**config.mk**
```make
export PLATFORM = sky130hd
export DESIGN_NAME = diff_drive_odometry_flat
export DESIGN_NICKNAME = d
export VERILOG_FILES = /design/src/hw/rtl/ddo_pkg.sv /design/src/hw/rtl/ddo_if.sv /design/src/hw/rtl/diff_drive_odometry.sv /design/src/hw/rtl/ddo_ctrl.sv /design/src/hw/rtl/ddo_datapath.sv /design/src/flat_wrapper.sv
export SDC_FILE = /design/constraint.sdc
export NUM_CORES = 2
export LEC_CHECK = 0
export ABC_AREA = 1
export BUFFER_PORTS_ARGS = -buffer_cell sky130_fd_sc_hd__buf_2
export CAP_MARGIN = 20
export CORE_MARGIN = 1.5
export CORE_UTILIZATION = 45
export CTS_CLUSTER_SIZE = 30
export DETAILED_ROUTE_END_ITERATION = 8
export GPL_ROUTABILITY_DRIVEN = 0
export SYNTH_ARGS = -nofsm -noshare
export SYNTH_HDL_FRONTEND = slang
export SYNTH_HIERARCHICAL = 1
export SYNTH_SLANG_ARGS = --single-unit
```
**constraint.sdc**
```tcl
create_clock -name clock -period 14.05 [get_ports clock]
set_input_delay 2.81 -clock clock [delete_from_list [all_inputs] [get_ports clock]]
set_output_delay 2.81 -clock clock [all_outputs]
set_load 0.05 [all_outputs]
```
**src/hw/rtl/ddo_pkg.sv**
```systemverilog
package ddo_pkg;

   localparam int COUNT_WIDTH_DEF  = 16;
   localparam int CORDIC_STEPS_DEF = 28;

   localparam logic [31:0] MPC_RESET = 32'd493674;
   localparam logic [31:0] IWB_RESET = 32'd45590261;

   localparam logic signed [33:0] TWO_PI  = 34'sd1686629713;
   localparam logic signed [33:0] PI      = 34'sd843314857;
   localparam logic signed [33:0] HALF_PI = 34'sd421657428;
   localparam logic signed [33:0] GAIN    = 34'sd652032874;

   localparam logic signed [47:0] MAX48 = 48'sh7FFF_FFFF_FFFF;
   localparam logic signed [47:0] MIN48 = 48'sh8000_0000_0000;
   localparam logic signed [31:0] MAX32 = 32'sh7FFF_FFFF;
   localparam logic signed [31:0] MIN32 = 32'sh8000_0000;

   localparam logic [0:0] FUNC_TICK  = 1'b0;
   localparam logic [0:0] FUNC_RESET = 1'b1;

   localparam logic [0:0] REG_MPC = 1'b0;
   localparam logic [0:0] REG_IWB = 1'b1;

   // multiplier operand select
   localparam logic [2:0] MUL_TRAVEL = 3'd0;
   localparam logic [2:0] MUL_DQ     = 3'd1;
   localparam logic [2:0] MUL_TURN   = 3'd2;
   localparam logic [2:0] MUL_X      = 3'd3;
   localparam logic [2:0] MUL_Y      = 3'd4;

   typedef struct packed {
      logic       load;
      logic       clear_pose;
      logic       mul_go;
      logic       mul_save;
      logic [2:0] mul_sel;
      logic       theta_upd;
      logic       cordic_start;
      logic       cordic_step;
      logic       acc_upd;
   } cmd_type;

   typedef struct packed {
      logic mul_done;
      logic cordic_last;
   } status_type;

   function automatic logic [31:0] atan_q28(input logic [4:0] i);
      logic [31:0] t;
      case (i)
         5'd0:  t = 32'd210828714;
         5'd1:  t = 32'd124459457;
         5'd2:  t = 32'd65760959;
         5'd3:  t = 32'd33381290;
         5'd4:  t = 32'd16755422;
         5'd5:  t = 32'd8385879;
         5'd6:  t = 32'd4193963;
         5'd7:  t = 32'd2097109;
         5'd8:  t = 32'd1048571;
         5'd9:  t = 32'd524287;
         5'd29, 5'd30, 5'd31: t = 32'd0;
         default: t = 32'd1 << (5'd28 - i);
      endcase
      return t;
   endfunction

endpackage

```
**src/hw/rtl/ddo_if.sv**
```systemverilog
interface ddo_req_if;
   logic        valid;
   logic        ready;
   logic        func;
   logic signed [15:0] left_count;
   logic signed [15:0] right_count;
   modport source (output valid, func, left_count, right_count, input ready);
   modport sink   (input valid, func, left_count, right_count, output ready);
endinterface

interface ddo_rsp_if;
   logic        valid;
   logic        ready;
   logic signed [47:0] pos_x;
   logic signed [47:0] pos_y;
   logic signed [31:0] heading;
   logic signed [47:0] travel;
   logic signed [31:0] turn;
   logic signed [47:0] distance_total;
   modport source (output valid, pos_x, pos_y, heading, travel, turn, distance_total,
                   input ready);
   modport sink   (input valid, pos_x, pos_y, heading, travel, turn, distance_total,
                   output ready);
endinterface

```
**src/hw/rtl/diff_drive_odometry.sv**
```systemverilog
// Differential-drive odometry.
// req channel: func (tick or pose reset), left_count, right_count. One item is
// taken at a time; ready is high only while the block is idle.
// rsp channel: pose, heading, travel, turn and total distance, one item per
// request item, held until taken.
// A tick runs the travel, difference and turn products through the shared
// 4-bit-per-cycle multiplier, updates the heading, runs the CORDIC loop,
// forms the x and y products and accumulates; the next item can be taken in
// the cycle after the result is taken. A pose reset result is valid in the
// cycle after the item is taken. The multiplier and the CORDIC loop set how
// long a tick takes.
// csr: APB-style write/read of meters_per_count (0x0) and
// inverse_wheel_base (0x4); write only while idle.
// Reset: pose, heading and distance clear, registers go to defaults.
// A stalled receiver holds the result and keeps req_ready low.
module diff_drive_odometry #(
   parameter int COUNT_WIDTH  = ddo_pkg::COUNT_WIDTH_DEF,
   parameter int CORDIC_STEPS = ddo_pkg::CORDIC_STEPS_DEF
) (
   input  logic        clock,
   input  logic        reset,
   ddo_req_if.sink     req,
   ddo_rsp_if.source   rsp,
   input  logic        csr_psel,
   input  logic        csr_penable,
   input  logic        csr_pwrite,
   input  logic [2:0]  csr_paddr,
   input  logic [31:0] csr_pwdata,
   output logic [31:0] csr_prdata,
   output logic        csr_pready
);
   import ddo_pkg::*;

   cmd_type    cmd;
   status_type status;
   logic [31:0] mpc_ff, iwb_ff;

   assign csr_pready = 1'b1;
   assign csr_prdata = (csr_paddr[2] == REG_IWB) ? iwb_ff : mpc_ff;

   always_ff @(posedge clock) begin
      if (reset) begin
         mpc_ff <= MPC_RESET;
         iwb_ff <= IWB_RESET;
      end else if (csr_psel && csr_penable && csr_pwrite && csr_paddr[1:0] == 2'b00) begin
         if (csr_paddr[2] == REG_MPC) mpc_ff <= csr_pwdata;
         else iwb_ff <= csr_pwdata;
      end
   end

   ddo_ctrl u_ctrl (
      .clock(clock), .reset(reset),
      .req_valid(req.valid), .req_ready(req.ready), .req_func(req.func),
      .rsp_valid(rsp.valid), .rsp_ready(rsp.ready),
      .cmd(cmd), .status(status)
   );

   ddo_datapath #(.COUNT_WIDTH(COUNT_WIDTH), .CORDIC_STEPS(CORDIC_STEPS)) u_dp (
      .clock(clock), .reset(reset), .cmd(cmd), .status(status),
      .left_count(req.left_count), .right_count(req.right_count),
      .mpc(mpc_ff), .iwb(iwb_ff),
      .pos_x(rsp.pos_x), .pos_y(rsp.pos_y), .heading(rsp.heading),
      .travel(rsp.travel), .turn(rsp.turn), .distance_total(rsp.distance_total)
   );

   a_one_side: assert property (@(posedge clock) disable iff (reset)
      !(req.ready && rsp.valid)) else $error("ready while result pending");
   a_hold: assert property (@(posedge clock) disable iff (reset)
      rsp.valid && !rsp.ready |=> rsp.valid && $stable(rsp.pos_x))
      else $error("result dropped");
   a_accept: assert property (@(posedge clock) disable iff (reset)
      req.valid && req.ready |=> !req.ready) else $error("double accept");

endmodule

```
**src/hw/rtl/ddo_ctrl.sv**
```systemverilog
module ddo_ctrl (
   input  logic                clock,
   input  logic                reset,
   input  logic                req_valid,
   output logic                req_ready,
   input  logic                req_func,
   output logic                rsp_valid,
   input  logic                rsp_ready,
   output ddo_pkg::cmd_type    cmd,
   input  ddo_pkg::status_type status
);
   import ddo_pkg::*;

   localparam logic [3:0] S_IDLE   = 4'd0;
   localparam logic [3:0] S_TRAV   = 4'd1;
   localparam logic [3:0] S_DQ     = 4'd2;
   localparam logic [3:0] S_TURN   = 4'd3;
   localparam logic [3:0] S_THETA  = 4'd4;
   localparam logic [3:0] S_CORDIC = 4'd5;
   localparam logic [3:0] S_MX     = 4'd6;
   localparam logic [3:0] S_MY     = 4'd7;
   localparam logic [3:0] S_ACC    = 4'd8;
   localparam logic [3:0] S_OUT    = 4'd9;

   logic [3:0] state_ff, state_in;
   logic       go_ff, go_in;

   assign req_ready = (state_ff == S_IDLE);
   assign rsp_valid = (state_ff == S_OUT);

   always_comb begin
      state_in = state_ff;
      go_in    = 1'b0;
      cmd      = '0;
      unique case (state_ff)
         S_IDLE: begin
            if (req_valid) begin
               cmd.load = 1'b1;
               if (req_func == FUNC_RESET) begin
                  cmd.clear_pose = 1'b1;
                  state_in = S_OUT;
               end else begin
                  go_in = 1'b1;
                  state_in = S_TRAV;
               end
            end
         end
         S_TRAV, S_DQ, S_TURN, S_MX, S_MY: begin
            cmd.mul_go = go_ff;
            unique case (state_ff)
               S_TRAV:  cmd.mul_sel = MUL_TRAVEL;
               S_DQ:    cmd.mul_sel = MUL_DQ;
               S_TURN:  cmd.mul_sel = MUL_TURN;
               S_MX:    cmd.mul_sel = MUL_X;
               default: cmd.mul_sel = MUL_Y;
            endcase
            if (!go_ff && status.mul_done) begin
               cmd.mul_save = 1'b1;
               unique case (state_ff)
                  S_TRAV: begin state_in = S_DQ; go_in = 1'b1; end
                  S_DQ:   begin state_in = S_TURN; go_in = 1'b1; end
                  S_TURN: state_in = S_THETA;
                  S_MX:   begin state_in = S_MY; go_in = 1'b1; end
                  default: state_in = S_ACC;
               endcase
            end
         end
         S_THETA: begin
            cmd.theta_upd = 1'b1;
            state_in = S_CORDIC;
            go_in = 1'b1;
         end
         S_CORDIC: begin
            if (go_ff) cmd.cordic_start = 1'b1;
            else begin
               cmd.cordic_step = 1'b1;
               if (status.cordic_last) begin
                  state_in = S_MX;
                  go_in = 1'b1;
               end
            end
         end
         S_ACC: begin
            cmd.acc_upd = 1'b1;
            state_in = S_OUT;
         end
         S_OUT: begin
            if (rsp_ready) state_in = S_IDLE;
         end
         default: state_in = S_IDLE;
      endcase
   end

   always_ff @(posedge clock) begin
      if (reset) begin
         state_ff <= S_IDLE;
         go_ff    <= 1'b0;
      end else begin
         state_ff <= state_in;
         go_ff    <= go_in;
      end
   end

endmodule

```
**src/hw/rtl/ddo_datapath.sv**
```systemverilog
module ddo_datapath #(
   parameter int COUNT_WIDTH  = ddo_pkg::COUNT_WIDTH_DEF,
   parameter int CORDIC_STEPS = ddo_pkg::CORDIC_STEPS_DEF
) (
   input  logic                 clock,
   input  logic                 reset,
   input  ddo_pkg::cmd_type     cmd,
   output ddo_pkg::status_type  status,
   input  logic signed [15:0]   left_count,
   input  logic signed [15:0]   right_count,
   input  logic [31:0]          mpc,
   input  logic [31:0]          iwb,
   output logic signed [47:0]   pos_x,
   output logic signed [47:0]   pos_y,
   output logic signed [31:0]   heading,
   output logic signed [47:0]   travel,
   output logic signed [31:0]   turn,
   output logic signed [47:0]   distance_total
);
   import ddo_pkg::*;

   localparam int SW = COUNT_WIDTH + 2;
   localparam int IW = $clog2(CORDIC_STEPS + 1);

   logic signed [SW-1:0] sum_ff, dif_ff;
   logic signed [47:0] x_ff, y_ff, tot_ff, trav_ff;
   logic signed [31:0] th_ff, turn_ff;
   logic signed [47:0] dq_ff;
   logic signed [33:0] cx_ff, cy_ff, cz_ff;
   logic               flip_ff;
   logic [IW-1:0]      it_ff;
   logic signed [63:0] dx_ff, dy_ff;

   logic signed [COUNT_WIDTH-1:0] lc, rc;
   logic signed [SW-1:0] lneg, rext;
   assign lc = COUNT_WIDTH'(left_count);
   assign rc = COUNT_WIDTH'(right_count);
   assign lneg = -SW'(lc);
   assign rext = SW'(rc);

   // shared serial magnitude multiplier: 64-bit a times 32-bit b, 4 bits a cycle
   logic [63:0] ma_ff;
   logic [31:0] mb_ff;
   logic [95:0] acc_ff;
   logic        mneg_ff;
   logic [3:0]  mcnt_ff;
   logic        mbusy_ff;
   logic [5:0]  mshift;
   logic signed [63:0] opa;
   logic signed [32:0] opb;

   always_comb begin
      opa = '0; opb = '0; mshift = 6'd1;
      case (cmd.mul_sel)
         MUL_TRAVEL: begin opa = 64'(sum_ff); opb = $signed({1'b0, mpc}); mshift = 6'd1; end
         MUL_DQ:     begin opa = 64'(dif_ff); opb = $signed({1'b0, mpc}); mshift = 6'd8; end
         MUL_TURN:   begin opa = 64'(dq_ff);  opb = $signed({1'b0, iwb}); mshift = 6'd20; end
         MUL_X:      begin opa = 64'(trav_ff); opb = cx_ff[32:0]; mshift = 6'd30; end
         default:    begin opa = 64'(trav_ff); opb = cy_ff[32:0]; mshift = 6'd30; end
      endcase
   end

   logic [95:0] prod_sh;
   logic [63:0] mres_mag;
   logic signed [63:0] mres;
   logic [35:0] part;
   assign part = {4'b0, mb_ff} * {32'b0, ma_ff[63:60]};
   assign prod_sh = acc_ff >> mshift;
   assign mres_mag = (prod_sh[95:62] != 0 && prod_sh > (96'd1 << 62)) ? (64'd1 << 62)
                     : prod_sh[63:0];
   assign mres = mneg_ff ? -$signed(mres_mag) : $signed(mres_mag);
   assign status.mul_done = !mbusy_ff;

   always_ff @(posedge clock) begin
      if (reset) begin
         mbusy_ff <= 1'b0;
      end else if (cmd.mul_go) begin
         mbusy_ff <= 1'b1;
      end else if (mbusy_ff && mcnt_ff == 4'd15) begin
         mbusy_ff <= 1'b0;
      end
      if (cmd.mul_go) begin
         ma_ff   <= opa[63] ? 64'(-opa) : opa;
         mb_ff   <= opb[32] ? 32'(-opb) : opb[31:0];
         mneg_ff <= opa[63] ^ opb[32];
         acc_ff  <= '0;
         mcnt_ff <= '0;
      end else if (mbusy_ff) begin
         acc_ff  <= (acc_ff << 4) + 96'(part);
         ma_ff   <= ma_ff << 4;
         mcnt_ff <= mcnt_ff + 4'd1;
      end
   end

   function automatic logic signed [47:0] sat48(input logic signed [64:0] v);
      if (v > 65'(MAX48)) return MAX48;
      if (v < 65'(MIN48)) return MIN48;
      return v[47:0];
   endfunction

   function automatic logic signed [31:0] sat32(input logic signed [64:0] v);
      if (v > 65'(MAX32)) return MAX32;
      if (v < 65'(MIN32)) return MIN32;
      return v[31:0];
   endfunction

   logic signed [32:0] th_sum;
   logic signed [33:0] th_a, th_b;
   logic signed [31:0] th_sat;
   logic signed [33:0] z0, z1;
   logic               fl;
   assign th_sum = 33'(th_ff) + 33'(turn_ff);
   assign th_sat = sat32(65'(th_sum));
   always_comb begin
      th_a = 34'(th_sat);
      if (th_a >= TWO_PI) th_a = th_a - TWO_PI;
      th_b = th_a;
      if (th_b <= -TWO_PI) th_b = th_b + TWO_PI;
      z0 = 34'(th_ff);
      if (z0 > PI) z0 = z0 - TWO_PI;
      if (z0 < -PI) z0 = z0 + TWO_PI;
      fl = 1'b0;
      z1 = z0;
      if (z0 > HALF_PI) begin z1 = z0 - PI; fl = 1'b1; end
      else if (z0 < -HALF_PI) begin z1 = z0 + PI; fl = 1'b1; end
   end

   logic [31:0] at;
   logic signed [33:0] xs, ys;
   assign at = atan_q28(it_ff[4:0]);
   assign xs = cx_ff >>> it_ff;
   assign ys = cy_ff >>> it_ff;
   assign status.cordic_last = (it_ff == IW'(CORDIC_STEPS - 1));

   always_ff @(posedge clock) begin
      if (reset) begin
         x_ff <= '0; y_ff <= '0; th_ff <= '0; tot_ff <= '0;
      end else begin
         if (cmd.clear_pose) begin
            x_ff <= '0; y_ff <= '0; th_ff <= '0;
         end
         if (cmd.theta_upd) th_ff <= th_b[31:0];
         if (cmd.acc_upd) begin
            x_ff   <= sat48(65'(x_ff) + 65'(dx_ff));
            y_ff   <= sat48(65'(y_ff) + 65'(dy_ff));
            tot_ff <= sat48(65'(tot_ff) + 65'(trav_ff));
         end
      end
   end

   always_ff @(posedge clock) begin
      if (cmd.load) begin
         sum_ff  <= lneg + rext;
         dif_ff  <= rext - lneg;
         trav_ff <= '0;
         turn_ff <= '0;
      end
      if (cmd.mul_save) begin
         case (cmd.mul_sel)
            MUL_TRAVEL: trav_ff <= sat48(65'(mres));
            MUL_DQ:     dq_ff   <= mres[47:0];
            MUL_TURN:   turn_ff <= sat32(65'(mres));
            MUL_X:      dx_ff   <= mres;
            default:    dy_ff   <= mres;
         endcase
      end
      if (cmd.cordic_start) begin
         cx_ff <= GAIN; cy_ff <= '0; cz_ff <= z1; flip_ff <= fl; it_ff <= '0;
      end else if (cmd.cordic_step) begin
         if (status.cordic_last) begin
            if (flip_ff) begin
               cx_ff <= -((cz_ff >= 0) ? cx_ff - ys : cx_ff + ys);
               cy_ff <= -((cz_ff >= 0) ? cy_ff + xs : cy_ff - xs);
            end else begin
               cx_ff <= (cz_ff >= 0) ? cx_ff - ys : cx_ff + ys;
               cy_ff <= (cz_ff >= 0) ? cy_ff + xs : cy_ff - xs;
            end
         end else begin
            cx_ff <= (cz_ff >= 0) ? cx_ff - ys : cx_ff + ys;
            cy_ff <= (cz_ff >= 0) ? cy_ff + xs : cy_ff - xs;
         end
         cz_ff <= (cz_ff >= 0) ? cz_ff - 34'(at) : cz_ff + 34'(at);
         it_ff <= it_ff + IW'(1);
      end
   end

   assign pos_x = x_ff;
   assign pos_y = y_ff;
   assign heading = th_ff;
   assign travel = trav_ff;
   assign turn = turn_ff;
   assign distance_total = tot_ff;

endmodule
```
**src/flat_wrapper.sv**
```systemverilog
// flat-port wrapper written by rule: the top's interface ports become plain ports
module diff_drive_odometry_flat import ddo_pkg::*;
#(
   parameter int COUNT_WIDTH  = ddo_pkg::COUNT_WIDTH_DEF,
   parameter int CORDIC_STEPS = ddo_pkg::CORDIC_STEPS_DEF
)
  (clock, reset, csr_psel, csr_penable, csr_pwrite, csr_paddr, csr_pwdata, csr_prdata, csr_pready, req_valid, req_func, req_left_count, req_right_count, req_ready, rsp_valid, rsp_pos_x, rsp_pos_y, rsp_heading, rsp_travel, rsp_turn, rsp_distance_total, rsp_ready);
  ddo_req_if req_i ();
  ddo_rsp_if rsp_i ();
  input  logic clock;
  input  logic reset;
  input  logic csr_psel;
  input  logic csr_penable;
  input  logic csr_pwrite;
  input  logic [2:0] csr_paddr;
  input  logic [31:0] csr_pwdata;
  output logic [31:0] csr_prdata;
  output logic csr_pready;
  input wire logic [$bits(req_i.valid)-1:0] req_valid;
  input wire logic [$bits(req_i.func)-1:0] req_func;
  input wire logic [$bits(req_i.left_count)-1:0] req_left_count;
  input wire logic [$bits(req_i.right_count)-1:0] req_right_count;
  output wire logic [$bits(req_i.ready)-1:0] req_ready;
  output wire logic [$bits(rsp_i.valid)-1:0] rsp_valid;
  output wire logic [$bits(rsp_i.pos_x)-1:0] rsp_pos_x;
  output wire logic [$bits(rsp_i.pos_y)-1:0] rsp_pos_y;
  output wire logic [$bits(rsp_i.heading)-1:0] rsp_heading;
  output wire logic [$bits(rsp_i.travel)-1:0] rsp_travel;
  output wire logic [$bits(rsp_i.turn)-1:0] rsp_turn;
  output wire logic [$bits(rsp_i.distance_total)-1:0] rsp_distance_total;
  input wire logic [$bits(rsp_i.ready)-1:0] rsp_ready;
  assign req_i.valid = req_valid;
  assign req_i.func = req_func;
  assign req_i.left_count = req_left_count;
  assign req_i.right_count = req_right_count;
  assign req_ready = req_i.ready;
  assign rsp_valid = rsp_i.valid;
  assign rsp_pos_x = rsp_i.pos_x;
  assign rsp_pos_y = rsp_i.pos_y;
  assign rsp_heading = rsp_i.heading;
  assign rsp_travel = rsp_i.travel;
  assign rsp_turn = rsp_i.turn;
  assign rsp_distance_total = rsp_i.distance_total;
  assign rsp_i.ready = rsp_ready;
  diff_drive_odometry #(.COUNT_WIDTH(COUNT_WIDTH), .CORDIC_STEPS(CORDIC_STEPS)) u_core (.clock(clock), .reset(reset), .req(req_i), .rsp(rsp_i), .csr_psel(csr_psel), .csr_penable(csr_penable), .csr_pwrite(csr_pwrite), .csr_paddr(csr_paddr), .csr_pwdata(csr_pwdata), .csr_prdata(csr_prdata), .csr_pready(csr_pready));
endmodule
```
## Word level (Yosys, flattened, before mapping)

Index checks and enable logic that the tools add are counted.

| operators by class | value |
|---|---|
| $add $sub $neg | 28 |
| $mul | 1 |
| div/mod/pow operators | 0 |
| order comparisons | 20 |
| equal/unequal tests | 31 |
| shift operators | 4 |
| multiplexer cells | 128 |
| bitwise operators | 3 |
| reduce and logical (&&, ||, !) cells | 29 |

Operators by type and width:

| operator | number |
|---|---|
| $mux 48 | 22 |
| $mux 32 | 16 |
| $mux 34 | 14 |
| $pmux 32 s11 | 1 |
| $mux 64 | 5 |
| $pmux 64 s3 | 1 |
| $add 48x64->65 | 2 |
| $gt 65x48->1 const B | 2 |
| $lt 65x48->1 const B | 2 |
| $neg 64->64 | 2 |
| $pmux 33 s3 | 1 |
| $add 96x36->96 | 1 |
| $gt 96x63->1 const B | 1 |
| $shr 96x6->96 | 1 |
| $add 34x34->34 | 2 |
| $neg 34->34 | 2 |
| $sshr 34x5->34 | 2 |
| $sub 34x34->34 | 2 |
| $sub 32x32->33 const B | 2 |
| $gt 64x32->1 const B | 1 |
| $gt 64x48->1 const B | 1 |
| $lt 64x32->1 const B | 1 |
| $lt 64x48->1 const B | 1 |
| $mux 1 | 53 |
| 65 further kinds | 106 |

| storage, ports and cells | value |
|---|---|
| register bits after elaboration | 843 |
| bits in latches | 0 |
| bits in writable memories | 0 |
| bits in read-only memories | 0 |
| bits of input ports | 75 |
| logic and storage cells | 270 |
| memories kept | 0 |

## Longest topological paths before layout

| depth | value |
|---|---|
| depth after elaboration | 23 |
| gate-level depth with buffers | 52 |

## Modules after synthesis

The synthesis kept the hierarchy.

Modules (own cells, without submodules):

| module | instances | cells each | area each (sq um) | sequential area each (sq um) |
|---|---|---|---|---|
| ddo_datapath | 1 | 13110 | 81593.3 | 18908.1 |
| diff_drive_odometry | 1 | 515 | 3329.4 | 1281.2 |
| ddo_ctrl | 1 | 88 | 498.0 | 100.1 |

## Worst setup path before layout

Ideal clock, no wire load.

| timing path | value |
|---|---|
| path kind | reg-to-reg |
| from | register u_core.u_dp.it_ff[1] |
| to | register u_core.u_dp.cz_ff[32] (data pin) |
| arrival time | 6.795 ns |
| required time | 13.794 ns |
| slack | 6.999 ns |
| cell stages (with the launch flop) | 47 |
| clock period less this slack | 7.051 ns |
| path through | dfxtp_1 -> buf_2 -> inv_1 -> buf_2 -> buf_2 -> clkbuf_1 -> ha_1 -> inv_1 -> nor2_1 -> inv_1 -> nor2_1 -> nor2_1 -> inv_1 -> a2111oi_1 -> nand2_4 -> inv_2 -> o21ai_0 -> o21ai_1 -> (+11 left out) -> o21ai_0 -> inv_1 -> o21ai_0 -> inv_1 -> o21ai_0 -> inv_1 -> o21ai_0 -> inv_1 -> o21ai_0 -> inv_1 -> o21ai_0 -> inv_1 -> o21ai_0 -> inv_1 -> o31ai_1 -> a21oi_1 -> o21ai_0 -> nand2_1 |

| on the way | value |
|---|---|
| word-level cells in the longest chain between the ends | 7 |
| elaborated cells on any way between the ends | 22 |

Ends and longest elaborated chain:

| item | RTL line | text |
|---|---|---|
| from (decl) | ddo_datapath.sv:31 | `logic [IW-1:0] it_ff;` |
| from (signal assigned) | ddo_datapath.sv:183 | `it_ff <= it_ff + IW'(1);` |
| $sub 5x5->5 / $eq 5x5->1 (equally long branches) | ddo_pkg.sv:63, ddo_pkg.sv:51 |  |
| $shl 1x5->32 / $reduce_or 3->1 (equally long branches) | ddo_pkg.sv:63, ddo_pkg.sv:51 |  |
| $pmux 32 s11 (*) | ddo_pkg.sv:51 | `case (i)` |
| $add 34x32->34 / $sub 34x32->34 (equally long branches) | ddo_datapath.sv:182 | `cz_ff <= (cz_ff >= 0) ? cz_ff - 34'(at) : cz_ff + 34'(at);` |
| $mux 34 (*) | ddo_datapath.sv:182 |  |
| $mux 34 (*) | ddo_datapath.sv:169 | `end else if (cmd.cordic_step) begin` |
| $mux 34 (*) | ddo_datapath.sv:167 | `if (cmd.cordic_start) begin` |
| to (signal assigned) | ddo_datapath.sv:182 |  |
| to (decl) | ddo_datapath.sv:29 | `logic signed [33:0] cx_ff, cy_ff, cz_ff;` |

Every way passes the cells marked *; elsewhere a longest branch is shown, timed or not. The select of a mux whose other input is x is not followed.
A chain may end at the register's enable or synchronous reset.

==> reports/metrics.cfg <==
[routing]
finalWirelength_mm=331
route.detailed.wl_per_inst_um=20.2
firstDrtPassIters=9
drc_errors=6
via_count=93400
avgViaCountPerCell=5.71
drtIter0Drc=11400
ant_nets=0

[logic_synthesis]
synth_nets=14300
synthDistinctLibCells=75
synth-async-reset-ratio_pct=0
synth_compound_area_share_pct=16.0
syn_area_mm2=0.0854
synthAdderAreaFrac_pct=8.38
syn_avg_cell_area_um2=6.23
synth_edf_count=343
ys_seq_area_share_pct=23.8
synth_cells=13700
synth-seq-cells=842
yosys.area_share.simple_pct=34.6
synth_top_family_by_area=simple AND/OR/NAND/NOR gates
synthMuxAreaShare_pct=0.457
ys.flop_type=dfxtp_1
ys_warn_count=6
synthXorXnorAreaFrac_pct=6.34

[sta]
tightestPinTransition_ps=1250
setup_viol=0
period_share_pct=68.8
finClkSkew_ps=99.6
drv_slew=0
fmax_mhz=103
setup_tns_ps=0
layout_min_cycle_time_ps=9670
rsz0062_at_grt=false
report.final.hold_viol_count=0
maxSlewHeadroom_pct=16.4

[setup_path]
worstSetupStartpointType=flop
cp_data_required_time_ps=14790
critPathMaxFanout=125
rrSetupSlack_ps=4380
arrival_ps=10400
worst_path_most_repeated_cell=nand2_1
reg2reg_to=u_core/u_dp/turn[24]
reg2regPathDepth=40
max_stage_delay_ps=840
critPathSlowestCell=nand2_1
timing.rr.start=u_core/u_ctrl/state_ff[3]
crit_type=reg2reg
end_kind=flop

[die]
coreArea_mm2=0.188
pin_count=366
rows=159
start_util_pct=45.4
chipHeight_um=439
dieArea_mm2=0.192
die_w_um=439

[placement]
io_buffers=364
dp_hpwl_mm=254

[outcome]
failed_checks=design-rule violations
outcome=complete, but fails checks

[global_routing]
grt_first_pass_wirelength_mm=503
grt.overflow.total=0
grt_pass1_vias=86200
grt_max_degree=126
groute.usage.overall_pct=33.0
antenna_found_initial=13

[clocking]
clock-root-buffer=clkbuf_16
clk_pin_slew_worst_paths_ps=60
postCtsSetupBuffers=0
clkSinkCount=842
cts_buffers=103
clock_path_buffers=3
insertion_delay_ps=810
cts_tree=built
post_cts_resized=0
htree_levels=3
cts_hold_buf=0

[run]
maxCapViolCount=0

[layout]
n_fill_cell=19600
multi_input_area_mm2=0.0565
seq_area_mm2=0.0203
fin_nets=14400
final_layout_size_suffix_gt1_share_pct=6.65
syn2layout_area_growth_pct=8.43

[hold_path]
worst_hold_startpoint=u_core/u_dp/mcnt_ff[3]
hold_path_end=u_core/u_dp/mbusy_ff
hold_path_class=reg2reg
whs_path_depth=1

## cells in the mapped netlist, drive strengths merged, types with 58 or more instances
| cell type | instances | area, um^2 |
|---|---|---|
| fa | 100 | 2000 |
| nor3 | 179 | 931 |
| a31oi | 95 | 594 |
| buf | 258 | 1550 |
| nor2 | 1255 | 4870 |
| nand2 | 4156 | 15800 |
| o211ai | 92 | 691 |
| xnor2 | 186 | 1630 |
| edfxtp | 343 | 10300 |
| o22ai | 58 | 363 |
| nand4 | 253 | 1580 |
| o21ai | 907 | 4590 |
| ha | 412 | 5150 |
| inv | 1703 | 6390 |
| dfxtp | 499 | 9990 |
| clkbuf | 266 | 1000 |
| nand3 | 1050 | 5350 |
| a21oi | 941 | 4770 |
| xor2 | 431 | 3790 |
## worst max-delay path: cells and delay by family (launching register included)
| kind | cells | cell delay (ps) |
|---|---|---|
| AOI/OAI and AO/OA | 1 | 340 |
| and+or+nand+nor | 33 | 5310 |
| DFF | 1 | 420 |
| buffers and inverters | 6 | 3220 |
## flip-flops by register name, summed over array words and instances, names as in the netlist, 4 cells and up
| signal | count |
|---|---|
| u_core/iwb_ff | 32 |
| u_core/mpc_ff | 32 |
| u_core/u_ctrl/state_ff | 4 |
| u_core/u_dp/acc_ff | 96 |
| u_core/u_dp/cx_ff | 34 |
| u_core/u_dp/cy_ff | 34 |
| u_core/u_dp/cz_ff | 34 |
| u_core/u_dp/dif_ff | 17 |
| u_core/u_dp/distance_total | 48 |
| u_core/u_dp/dq_ff | 48 |
| u_core/u_dp/dx_ff | 64 |
| u_core/u_dp/dy_ff | 64 |
| u_core/u_dp/heading | 32 |
| u_core/u_dp/it_ff | 5 |
| u_core/u_dp/ma_ff | 64 |
| u_core/u_dp/mb_ff | 32 |
| u_core/u_dp/mcnt_ff | 4 |
| u_core/u_dp/pos_x | 48 |
| u_core/u_dp/pos_y | 48 |
| u_core/u_dp/sum_ff | 18 |
| u_core/u_dp/travel | 48 |
| u_core/u_dp/turn | 32 |
## how the worst max path moves through the flow
stage	slack, ps	cells after the start	from	end
global route	3730	39	u_core/u_ctrl/state_ff[3]	u_core/u_dp/turn[13]
floorplan	7000	46	u_core/u_dp/it_ff[1]	u_core/u_dp/cz_ff[32]
global placement	4950	40	u_core/u_ctrl/state_ff[3]	u_core/u_dp/turn[4]
CTS	4810	40	u_core/u_ctrl/state_ff[3]	u_core/u_dp/turn[24]
finish	4380	40	u_core/u_ctrl/state_ff[3]	u_core/u_dp/turn[24]
detailed placement	4840	40	u_core/u_ctrl/state_ff[3]	u_core/u_dp/turn[24]
## final cells by class
type / instances / share of cell area (%)
Antenna cell: 8 / 0.0216
Clock buffer: 131 / 3.02
Clock inverter: 61 / 0.788
Inverter: 1716 / 6.96
Multi-Input combinational cell: 10600 / 61.0
Sequential cell: 842 / 21.9
Tap cell: 2495 / 3.37
Timing Repair Buffer: 473 / 2.97
## logic make-up (layout without fill, tap and decap cells)
kind of cell / Yosys count / count (layout)
flip-flops: 842 / 842
AO/OA/AOI/OAI: 2424 / 2424
multiplexers: 39 / 39
XOR/XNOR: 617 / 617
AND/OR/NAND/NOR: 7038 / 7038
other: 1 / 9
adder cells (fa/ha/maj): 512 / 512
buffers and inverters: 2240 / 2381
## cells in the final DEF (no fill, tap or decap), types with 31 or more instances in the layout
| master | instances |
|---|---|
| nand2_1 | 4090 |
| inv_1 | 1660 |
| nor2_1 | 1204 |
| nand3_1 | 1038 |
| a21oi_1 | 930 |
| o21ai_0 | 849 |
| dfxtp_1 | 496 |
| xor2_1 | 417 |
| ha_1 | 412 |
| buf_2 | 363 |
| edfxtp_1 | 343 |
| nand4_1 | 253 |
| xnor2_1 | 172 |
| nor3_1 | 169 |
| clkbuf_16 | 103 |
| buf_4 | 103 |
| fa_1 | 100 |
| a31oi_1 | 95 |
| o211ai_1 | 92 |
| o22ai_1 | 58 |
| o21bai_1 | 57 |
| nand2_2 | 54 |
| o31ai_1 | 51 |
| o21a_1 | 49 |
| o21ai_1 | 44 |
| nand3b_1 | 44 |
| inv_2 | 42 |
| mux2i_1 | 39 |
| or2_2 | 35 |
| o221ai_1 | 33 |
| nor2_2 | 31 |
## layer usage
| layer | vias to the layer above | share of wire [%] | global-route usage (%) | wire length, um |
|---|---|---|---|---|
| li1 | 45100 | - | - | - |
| met4 | 2 | 6.8 | 19.4 | 22600 |
| met1 | 43200 | 42 | 43.3 | 137000 |
| met5 | - | 0.0039 | 0 | 13 |
| met3 | 808 | 8.3 | 4.65 | 27600 |
| met2 | 4363 | 43 | 51.5 | 143000 |
## metrics by stage
stage / util (%) / cell area, um^2 / worst slack (ps) / hold WS (ps) / cells
after floorplan: - / 85400 / 7000 / 439 / 13700
after global placement: 47.2 / 88900 / 4950 / 438 / 16100
after detailed placement: 47.3 / 88900 / 4840 / 450 / 16200
after CTS: 49.1 / 92500 / 4810 / 452 / 16300
after global routing: 49.2 / 92600 / 3730 / 480 / 16400
final: 49.2 / 92600 / 4380 / 455 / 16400
Power is left out: the tool's default activity adds up to more than one toggle a clock period on the data nets, which glitch-free logic cannot reach.
